--- src/rtl/core/fcrng_pkg.sv ---
`timescale 1ns / 1ps
// ----------------------------------------------------------------------------
// fcrng_pkg: shared types and constants of the rotate-add RNG core
// Word width, seed constants and command codes.
// ----------------------------------------------------------------------------
package fcrng_pkg;

    localparam int WORD_W = 32;
    localparam int CNT_W  = 5;    // counts 32 seed steps / 32 divide bits

    localparam logic [WORD_W-1:0] ZERO_SEED_SUBST = 32'hdeadbeef;
    localparam logic [WORD_W-1:0] SEED_XOR        = 32'hbead29ba;
    localparam logic [15:0]       MAX_PICK_COUNT  = 16'hffff;

    typedef enum logic [1:0] {
        CMD_SEED   = 2'd0,
        CMD_RANDOM = 2'd1,
        CMD_PICK   = 2'd2
    } cmd_t;

endpackage

--- src/rtl/core/fcrng_div.sv ---
`timescale 1ns / 1ps
// ----------------------------------------------------------------------------
// fcrng_div: bit-serial restoring remainder unit
// One dividend bit enters the partial remainder per cycle while a run is active.
// ----------------------------------------------------------------------------
module fcrng_div (
    input  logic                          clk,
    input  logic                          rst_n,
    input  logic                          start,
    input  logic [fcrng_pkg::WORD_W-1:0]  dividend,
    input  logic [fcrng_pkg::WORD_W-1:0]  divisor,
    output logic                          done,
    output logic [fcrng_pkg::WORD_W-1:0]  remainder
);
    import fcrng_pkg::*;

    logic                 run_reg, run_next;
    logic                 done_reg, done_next;
    logic [CNT_W-1:0]     cnt_reg, cnt_next;
    logic [WORD_W-1:0]    rem_reg, rem_next;
    logic [WORD_W-1:0]    shf_reg, shf_next;
    logic [WORD_W-1:0]    dvs_reg, dvs_next;
    logic [WORD_W:0]      trial;
    logic [WORD_W:0]      diff;

    // trial < 2*divisor, so the restored value always fits in a word
    assign trial = {rem_reg, shf_reg[WORD_W-1]};
    assign diff  = trial - {1'b0, dvs_reg};

    always_comb
    begin
        run_next  = run_reg;
        done_next = 1'b0;
        cnt_next  = cnt_reg;
        rem_next  = rem_reg;
        shf_next  = shf_reg;
        dvs_next  = dvs_reg;
        if (start)
        begin
            run_next = 1'b1;
            cnt_next = '0;
            rem_next = '0;
            shf_next = dividend;
            dvs_next = divisor;
        end
        else if (run_reg)
        begin
            rem_next = diff[WORD_W] ? trial[WORD_W-1:0] : diff[WORD_W-1:0];
            shf_next = {shf_reg[WORD_W-2:0], 1'b0};
            cnt_next = cnt_reg + 1'b1;
            if (cnt_reg == CNT_W'(WORD_W - 1))
            begin
                run_next  = 1'b0;
                done_next = 1'b1;
            end
        end
    end

    always_ff @(posedge clk or negedge rst_n)
    begin
        if (!rst_n)
        begin
            run_reg  <= 1'b0;
            done_reg <= 1'b0;
            cnt_reg  <= '0;
        end
        else
        begin
            run_reg  <= run_next;
            done_reg <= done_next;
            cnt_reg  <= cnt_next;
        end
    end

    always_ff @(posedge clk)
    begin
        rem_reg <= rem_next;
        shf_reg <= shf_next;
        dvs_reg <= dvs_next;
    end

    assign done      = done_reg;
    assign remainder = rem_reg;

endmodule

--- src/rtl/core/fantasy_console_rng_core.sv ---
`timescale 1ns / 1ps
// ----------------------------------------------------------------------------
// fantasy_console_rng_core: rotate-add pseudo-random generator
// Seed, random-below-range and pick-index commands over two 32-bit words.
// ----------------------------------------------------------------------------
//
//   channel   | signals                    | handshake
//   ----------+----------------------------+-----------------------------------
//   request   | command, operand           | taken when start & !busy
//   result    | value, is_empty            | valid for one cycle while strobe
//
// Seed: 32 generator steps, one per cycle, no result.
// Random / pick: one generator step, then the bit-serial remainder unit
//   divides the stepped word; the result is strobed once it is done. A range or count
//   that is zero or negative skips the divider: result strobed from the step state.
// Command 3 is dropped; busy stays low.
// Reset runs the zero-seed sequence: busy is high while its seed steps run after
//   rst_n rises. The result side cannot stall; strobe is a single-cycle pulse.
// ----------------------------------------------------------------------------
module fantasy_console_rng_core (
    input  logic                               clk,
    input  logic                               rst_n,
    input  logic                               start,
    input  logic [1:0]                         command,
    input  logic signed [fcrng_pkg::WORD_W-1:0] operand,
    output logic                               busy,
    output logic                               strobe,
    output logic [30:0]                        value,
    output logic                               is_empty
);
    import fcrng_pkg::*;

    typedef enum logic [1:0] {
        ST_IDLE,
        ST_SEED,
        ST_STEP,
        ST_DIV
    } state_t;

    state_t               state_reg, state_next;
    logic [WORD_W-1:0]    a_reg, a_next;
    logic [WORD_W-1:0]    b_reg, b_next;
    logic [CNT_W-1:0]     cnt_reg, cnt_next;
    cmd_t                 cmd_reg, cmd_next;
    logic [WORD_W-1:0]    opnd_reg, opnd_next;
    logic                 strobe_reg, strobe_next;
    logic [30:0]          value_reg, value_next;
    logic                 empty_reg, empty_next;

    logic [WORD_W-1:0]    b_swap;
    logic [WORD_W-1:0]    a_step;
    logic [WORD_W-1:0]    b_step;
    logic [WORD_W-1:0]    seed_a;
    logic                 opnd_bad;
    logic [15:0]          count_sat;
    logic [WORD_W-1:0]    divisor;
    logic                 div_start;
    logic                 div_done;
    logic [WORD_W-1:0]    div_rem;
    logic [16:0]          pick_idx;

    // one step: b' = a + swap(b); a' = a + b' = 2a + swap(b), two parallel adds
    assign b_swap = {b_reg[15:0], b_reg[31:16]};
    assign b_step = a_reg + b_swap;
    assign a_step = {a_reg[WORD_W-2:0], 1'b0} + b_swap;

    assign seed_a = (operand == '0) ? ZERO_SEED_SUBST : WORD_W'(operand);

    // zero or negative range / count: no division
    assign opnd_bad  = opnd_reg[WORD_W-1] || (opnd_reg == '0);
    assign count_sat = (|opnd_reg[30:16]) ? MAX_PICK_COUNT : opnd_reg[15:0];
    assign divisor   = (cmd_reg == CMD_PICK) ? {count_sat, 16'h0000} : opnd_reg;
    assign div_start = (state_reg == ST_STEP) && !opnd_bad;
    assign pick_idx  = {1'b0, div_rem[31:16]} + 17'd1;

    fcrng_div u_div (
        .clk       (clk),
        .rst_n     (rst_n),
        .start     (div_start),
        .dividend  (b_step),
        .divisor   (divisor),
        .done      (div_done),
        .remainder (div_rem)
    );

    always_comb
    begin
        state_next  = state_reg;
        a_next      = a_reg;
        b_next      = b_reg;
        cnt_next    = cnt_reg;
        cmd_next    = cmd_reg;
        opnd_next   = opnd_reg;
        strobe_next = 1'b0;
        value_next  = value_reg;
        empty_next  = empty_reg;
        unique case (state_reg)
            ST_IDLE:
            begin
                if (start)
                begin
                    cmd_next  = cmd_t'(command);
                    opnd_next = WORD_W'(operand);
                    case (command) inside
                        CMD_SEED:
                        begin
                            a_next     = seed_a;
                            b_next     = seed_a ^ SEED_XOR;
                            cnt_next   = '0;
                            state_next = ST_SEED;
                        end
                        CMD_RANDOM, CMD_PICK:
                        begin
                            state_next = ST_STEP;
                        end
                        default:
                        begin
                            state_next = ST_IDLE;
                        end
                    endcase
                end
            end
            ST_SEED:
            begin
                a_next   = a_step;
                b_next   = b_step;
                cnt_next = cnt_reg + 1'b1;
                if (cnt_reg == CNT_W'(WORD_W - 1))
                begin
                    state_next = ST_IDLE;
                end
            end
            ST_STEP:
            begin
                a_next = a_step;
                b_next = b_step;
                if (opnd_bad)
                begin
                    strobe_next = 1'b1;
                    value_next  = '0;
                    empty_next  = (cmd_reg == CMD_PICK);
                    state_next  = ST_IDLE;
                end
                else
                begin
                    state_next = ST_DIV;
                end
            end
            ST_DIV:
            begin
                if (div_done)
                begin
                    strobe_next = 1'b1;
                    empty_next  = 1'b0;
                    value_next  = (cmd_reg == CMD_PICK) ? 31'(pick_idx) : div_rem[30:0];
                    state_next  = ST_IDLE;
                end
            end
            default:
            begin
                state_next = ST_IDLE;
            end
        endcase
    end

    // reset loads the zero-seed words and runs the seed steps
    always_ff @(posedge clk or negedge rst_n)
    begin
        if (!rst_n)
        begin
            state_reg  <= ST_SEED;
            a_reg      <= ZERO_SEED_SUBST;
            b_reg      <= ZERO_SEED_SUBST ^ SEED_XOR;
            cnt_reg    <= '0;
            cmd_reg    <= CMD_SEED;
            opnd_reg   <= '0;
            strobe_reg <= 1'b0;
            value_reg  <= '0;
            empty_reg  <= 1'b0;
        end
        else
        begin
            state_reg  <= state_next;
            a_reg      <= a_next;
            b_reg      <= b_next;
            cnt_reg    <= cnt_next;
            cmd_reg    <= cmd_next;
            opnd_reg   <= opnd_next;
            strobe_reg <= strobe_next;
            value_reg  <= value_next;
            empty_reg  <= empty_next;
        end
    end

    assign busy     = (state_reg != ST_IDLE);
    assign strobe   = strobe_reg;
    assign value    = value_reg;
    assign is_empty = empty_reg;

`ifndef SYNTHESIS
    // results only appear once the core has returned to idle
    a_strobe_idle: assert property (@(posedge clk) disable iff (!rst_n)
        strobe |-> !busy)
        else $error("result strobed while busy");

    // an empty pick always carries a zero value
    a_empty_zero: assert property (@(posedge clk) disable iff (!rst_n)
        (strobe && is_empty) |-> (value == '0))
        else $error("empty flag without zero value");

    // every request passes through the step state before its result, so strobes never abut
    a_strobe_gap: assert property (@(posedge clk) disable iff (!rst_n)
        strobe |=> !strobe)
        else $error("back-to-back strobes");

    // a seed request keeps the core busy and yields no result
    a_seed_busy: assert property (@(posedge clk) disable iff (!rst_n)
        (start && !busy && command == CMD_SEED) |=> (busy && !strobe))
        else $error("seed request did not start");
`endif

endmodule
--- config.mk ---
export PLATFORM = sky130hd
export DESIGN_NAME = fantasy_console_rng_core
export DESIGN_NICKNAME = d
export VERILOG_FILES = /design/src/rtl/core/fcrng_pkg.sv /design/src/rtl/core/fcrng_div.sv /design/src/rtl/core/fantasy_console_rng_core.sv
export SDC_FILE = /design/constraint.sdc
export NUM_CORES = 1
export LEC_CHECK = 0
export CORE_ASPECT_RATIO = 1.75
export CORE_MARGIN = 3
export CORE_UTILIZATION = 55
export DETAILED_ROUTE_END_ITERATION = 10
export DONT_BUFFER_PORTS = 1
export PLACE_DENSITY = 0.82
export SYNTH_ARGS = -nofsm -noshare
export SYNTH_HDL_FRONTEND = slang
export SYNTH_SLANG_ARGS = --single-unit
--- constraint.sdc ---
create_clock -name clk -period 6.9 [get_ports clk]
set_input_delay 1.035 -clock clk [delete_from_list [all_inputs] [get_ports clk]]
set_output_delay 1.035 -clock clk [all_outputs]
set_load 0.005 [all_outputs]
---- After elaboration in Yosys (flattened, before gate mapping) ----
Cells that the tools add are included.
W data, S select, Z words.
word-level totals
  bits in registers ....................... 241
  input port bits ......................... 37
  output and inout bits ................... 34
  word-level logic and storage cells ...... 96
cells by class
  $add $sub $neg .......................... 6
  equality and inequality tests ........... 13
  mux-type cells .......................... 40
  bitwise logic cells ..................... 1
  reduce and logical (&&, ||, !) cells .... 20
operators with widths
  operator                 count
  $mux W32                 9
  $pmux W32 S2             2
  $mux W31                 3
  $add A32 B32 Y32         2
  $logic_not A32 Y1        2
  $pmux W31 S2             1
  $sub A33 B32 Y33         1
  $mux W5                  4
  $not A19 Y19             1
  $add A16 B1 Y17 const B  1
  $mux W16                 1
  $reduce_or A15 Y1        1
  $mux W2                  6
  $reduce_and A3 Y1        4
  $add A5 B1 Y5 const B    2
  $eq A5 B5 Y1 const B     2
  $mux W1                  10
  $pmux W5 S2              1
  $reduce_bool A2 Y1       5
  $eq A2 B2 Y1 const B     4
  $ne A2 B2 Y1 const B     4
  $pmux W2 S4              1
  $eq A2 B1 Y1 const B     2
  $logic_not A2 Y1         2
  7 further kinds          9

---- Logic depth before layout (Yosys ltp) ----
  depth in word-level cells ............... 6
  depth in mapped cells ................... 14
  gate-level depth less buffers ........... 12

---- Modules after synthesis ----
A second synthesis with hierarchy kept.
second synthesis, totals
  cells, all modules ...................... 1,720
  area total of the unflattened synthesis .. 15,966.6 sq um
modules (own cells, without submodules)
  module                    instances  cells an instance  area each (sq um)  seq. area each (sq um)
  fantasy_console_rng_core  1          1,131              9,933.3            3,498.4
  fcrng_div                 1          589                6,033.3            2,737.6

---- Worst setup path before layout ----
No wires, ideal clock.
  kind .................................... flip-flop to flip-flop
  start point ............................. register opnd_reg[14]
  end point ............................... register u_div.shf_reg[0], enable pin
  setup time .............................. 478 ps
  data arrival time ....................... 2,638 ps
  required time ........................... 6,422 ps
  path slack .............................. 3,784 ps
  stages on the path, launching flop included .. 10
  buffers on the path ..................... 3
  period minus slack after synthesis ...... 3,116 ps
  cells stage by stage .................... dfrtp_1 or4_1 nor4_1 a41o_1 inv_1 nand2_1 buf_2 clkbuf_1 clkbuf_1 nand2_1
on the way
  longest elaborated chain between the ends .. 5
RTL lines
  item                                 RTL line                         text
  start: declaration                   fantasy_console_rng_core.sv:45   logic [WORD_W-1:0] opnd_reg, opnd_next;
  start signal: assignment             fantasy_console_rng_core.sv:188  opnd_reg <= opnd_next;
  $logic_not A32 Y1                    fantasy_console_rng_core.sv:70   assign opnd_bad = opnd_reg[WORD_W-1] || (opnd_reg == '0);
  $logic_or A1 B1 Y1                   fantasy_console_rng_core.sv:70
  $logic_not A1 Y1                     fantasy_console_rng_core.sv:73   assign div_start = (state_reg == ST_STEP) && !opnd_bad;
  $logic_and A1 B1 Y1                  fantasy_console_rng_core.sv:73
  $reduce_bool A2 Y1 (no source line)  --
  end signal: assignment               fcrng_div.sv:78                  shf_reg <= shf_next;
  end: declaration                     fcrng_div.sv:21                  logic [WORD_W-1:0] shf_reg, shf_next;
No other way between the ends.
A chain may end at the register's enable or synchronous reset.

---- Worst setup path after layout ----
  start point ............................. register opnd_reg[2]
  end point ............................... register u_div.rem_reg[30], in the netlist u_div.remainder[30]
on the way
  longest elaborated chain between the ends .. 4
RTL lines
  item                    RTL line                        text
  $logic_not A32 Y1       fantasy_console_rng_core.sv:70
  $logic_or A1 B1 Y1      fantasy_console_rng_core.sv:70
  $logic_not A1 Y1        fantasy_console_rng_core.sv:73
  $logic_and A1 B1 Y1     fantasy_console_rng_core.sv:73
  end signal: assignment  fcrng_div.sv:77                 rem_reg <= rem_next;
  end: declaration        fcrng_div.sv:20                 logic [WORD_W-1:0] rem_reg, rem_next;
No other way between the ends.

==> impl_metrics.json <==
{
  "p_sw_share_pct": 20.5,
  "grt_antenna_before_repair": 0,
  "rows": 80,
  "ant_nets": 0,
  "drv_slew": 0,
  "postCtsHoldBufs": 0,
  "clk_pin_slew_worst_paths_ns": 0.07,
  "post-route-period-util_pct": 54.6,
  "clk_latency_ns": 0.55,
  "cp_data_arrival_time_ns": 4.24,
  "tritoncts": "yes",
  "drtIter0Drc": 1018,
  "die_w_um": 133,
  "finalHoldViolCount": 0,
  "synth_top_flop_cell": "dfrtp_1",
  "vias": 13121,
  "grt_max_degree": 146,
  "clock_path_buffers": 3,
  "cp_slowest_cell": "buf_4",
  "first_pass_iters": 5,
  "area_delta_synth_final_pct": 7.27,
  "cts_setup_buffers": 0,
  "start_kind": "flop",
  "cp_num_buf_inv": 4,
  "initial_core_util_pct": 56.4,
  "vias_per_cell": 6.44,
  "cts_buffers": 24,
  "wl_per_cell_um": 22.5,
  "track_usage_pct": 29.6,
  "cts_num_sinks": 241,
  "seqPwrFrac_pct": 49.6,
  "die-area_mm2": 0.0304,
  "synth.most_common_cell": "a21oi_1",
  "setup_viol": 0,
  "postRouteWirelength_mm": 45.8,
  "path_class": "reg -> reg",
  "grt-ovfl-total": 0,
  "power.switching_uw": 603,
  "cts_resized": 0,
  "ys_seq_area_share_pct": 40.1,
  "peakVddDrop_mv": 0.172,
  "hold_path.class": "in -> async",
  "crit_chain": "or4_1 -> nor4_1 -> a41o_1 -> inv_1 -> nand2_2 -> buf_4 -> inv_1 -> buf_4 -> nor4_1 -> nand4_1 -> o211ai_1",
  "grt_pass1_wl_mm": 71.2,
  "synth_nets": 1840,
  "place.gp.congestion": 0.993,
  "dp_hpwl_mm": 34.1,
  "comb_power_share_pct": 0.8,
  "drc": 0,
  "die-height_um": 228,
  "synth.top_cell.area_share_pct": 17.6,
  "finalClockSkew_ns": 0.0237,
  "root_buffer": "clkbuf_16",
  "p_per_area_mw_per_mm2": 176,
  "syn-cell-area_mm2": 0.0155,
  "crit_path_max_incr_delay_ns": 0.69,
  "io_pins": 71,
  "status": "completed",
  "first_global_vias": 13047,
  "io_buffers": 0,
  "clock.fmax_mhz": 265,
  "tns_ns": 0,
  "n_antenna_cell": 0,
  "synth_edf_count": 64,
  "maxSlewHeadroom_pct": 27.3,
  "ys_top_cells_by_area": "dfrtp_1, edfxtp_1, ha_1",
  "p_int_uw": 2340,
  "yosys.area.top_type": "dfrtp_1",
  "synth_cell_type_count": 75,
  "cp_top_family": "simple AND/OR/NAND/NOR gates",
  "postSynthCellCount": 1696,
  "max_cap_violations": 0,
  "drive_above_1_share_pct": 8.50,
  "coreArea_mm2": 0.0275,
  "nets": 1796,
  "async_reset_ff_share_pct": 60.2,
  "end_kind": "flop",
  "synth_commonest_cells": "a21oi_1, nand2_1, o21ai_0",
  "rsz0062_at_grt": "no",
  "ys_ff_latch": 241,
  "synth_area_per_cell_um2": 9.16,
  "post-route-min-period_ns": 3.77,
  "yosys_warnings": 0,
  "cp.required_ns": 7.37,
  "tightest_slew_ns": 1.09,
  "clock_power_share_pct": 49.5,
  "cp_max_fo": 100,
  "p_leak_uw": 0.00721,
  "worst_hold_slack_ns": 0.191,
  "htreeDepth": 1
}
## metrics by stage
stage,total power (uW),cells,cell area [um2],util (%),worst slack [ns]
floorplan,1500,1696,15500,-,3.78
global placement,1510,1995,15800,57.4,3.31
detailed placement,1510,1995,15800,57.4,3.21
CTS,2960,2039,16700,60.5,3.20
global route,3000,2039,16700,60.5,2.83
finish,2940,2039,16700,60.5,3.13
## cell families after synthesis
family | synth area share, %
AOI/OAI and AO/OA | 22.6
xor gates and xnor gates | 5.70
adders and majority gates | 8.76
buffers and inverters | 3.87
DFF | 40.1
muxes | 4.72
and+or+nand+nor | 14.2
## worst reg2reg max path, cell delays in order, from the launching register on
cell and delay (ns):
dfrtp_1 0.44, or4_1 0.53, nor4_1 0.37, a41o_1 0.25, inv_1 0.06, nand2_2 0.07, buf_4 0.69, inv_1 0.35
buf_4 0.37, nor4_1 0.38, nand4_1 0.13, o211ai_1 0.09
## metal layers
metal  GRT usage [%]  part of all wire [%]  vias up
met3            3.33                   5.5      190
met1            30.6                    34     6297
met5               0                     0        -
met4            22.8                   9.2        0
met2            53.6                    51      524
li1                -                     -     6110
## final cells by class
cell class	count	area [um2]
Inverter	65	244
Timing Repair Buffer	14	105
Clock inverter	16	210
Multi-Input combinational cell	1306	8750
Clock buffer	28	657
Sequential cell	241	6240
Fill cell	2319	10900
Tap cell	369	462
## placed cells by master, fill, tap and decap left out, types with 6 or more instances in the layout
cell       synthesis  final
a211o_1            6      6
a211oi_1          14     14
a21o_1            46     46
a21oi_1          167    167
a22o_1            15     15
a31oi_1            9      9
and2_1            27     27
and3_1            20     20
buf_4              1     14
clkbuf_16          0     25
dfrtp_1          109    108
dfstp_2           36     36
dfxtp_1           32     32
edfxtp_1          64     64
ha_1             104    104
inv_1             63     63
mux2_2            34     34
mux2i_1           35     35
nand2_1          148    147
nand2b_1          17     16
nand3_1           41     41
nand4_1           18     18
nor2_1           114    114
nor2b_1           16     16
nor3_1            21     21
nor4_1            21     21
o211ai_1          18     18
o21a_1            15     15
o21ai_0          145    144
o21ai_1           27     26
o21bai_1          13     13
o22a_1            23     23
o22ai_1           13     13
or3_1              9      9
xnor2_1           58     58
xor2_1            43     42
## final timing paths
check | slack [ns] | from | to | depth (start not counted)
setup reg to reg | 3.13 | opnd_reg[2] | u_div.remainder[30] | 11
hold / removal | 0.19 | rst_n | b_reg[16] | 0
min in group clk | 0.49 | a_reg[5] | a_reg[5] | 2
max in group asynchronous | 6.42 | rst_n | a_reg[31] | 0
hold reg to reg | 0.49 | a_reg[5] | a_reg[5] | 2
setup / recovery | 3.13 | opnd_reg[2] | u_div.remainder[30] | 11
## power groups by stage
stage | Sequential, uW | Clock [uW] | Combinational (uW)
6_report | 1460 | 1460 | 24.5
2_1_floorplan | 1490 | 0 | 15.8
3_5_place_dp | 1490 | 0 | 24.0
3_3_place_gp | 1490 | 0 | 23.3
4_1_cts | 1460 | 1470 | 24.1
5_1_grt | 1460 | 1520 | 26.1
Note: power is estimated with default switching activity, not from simulation.
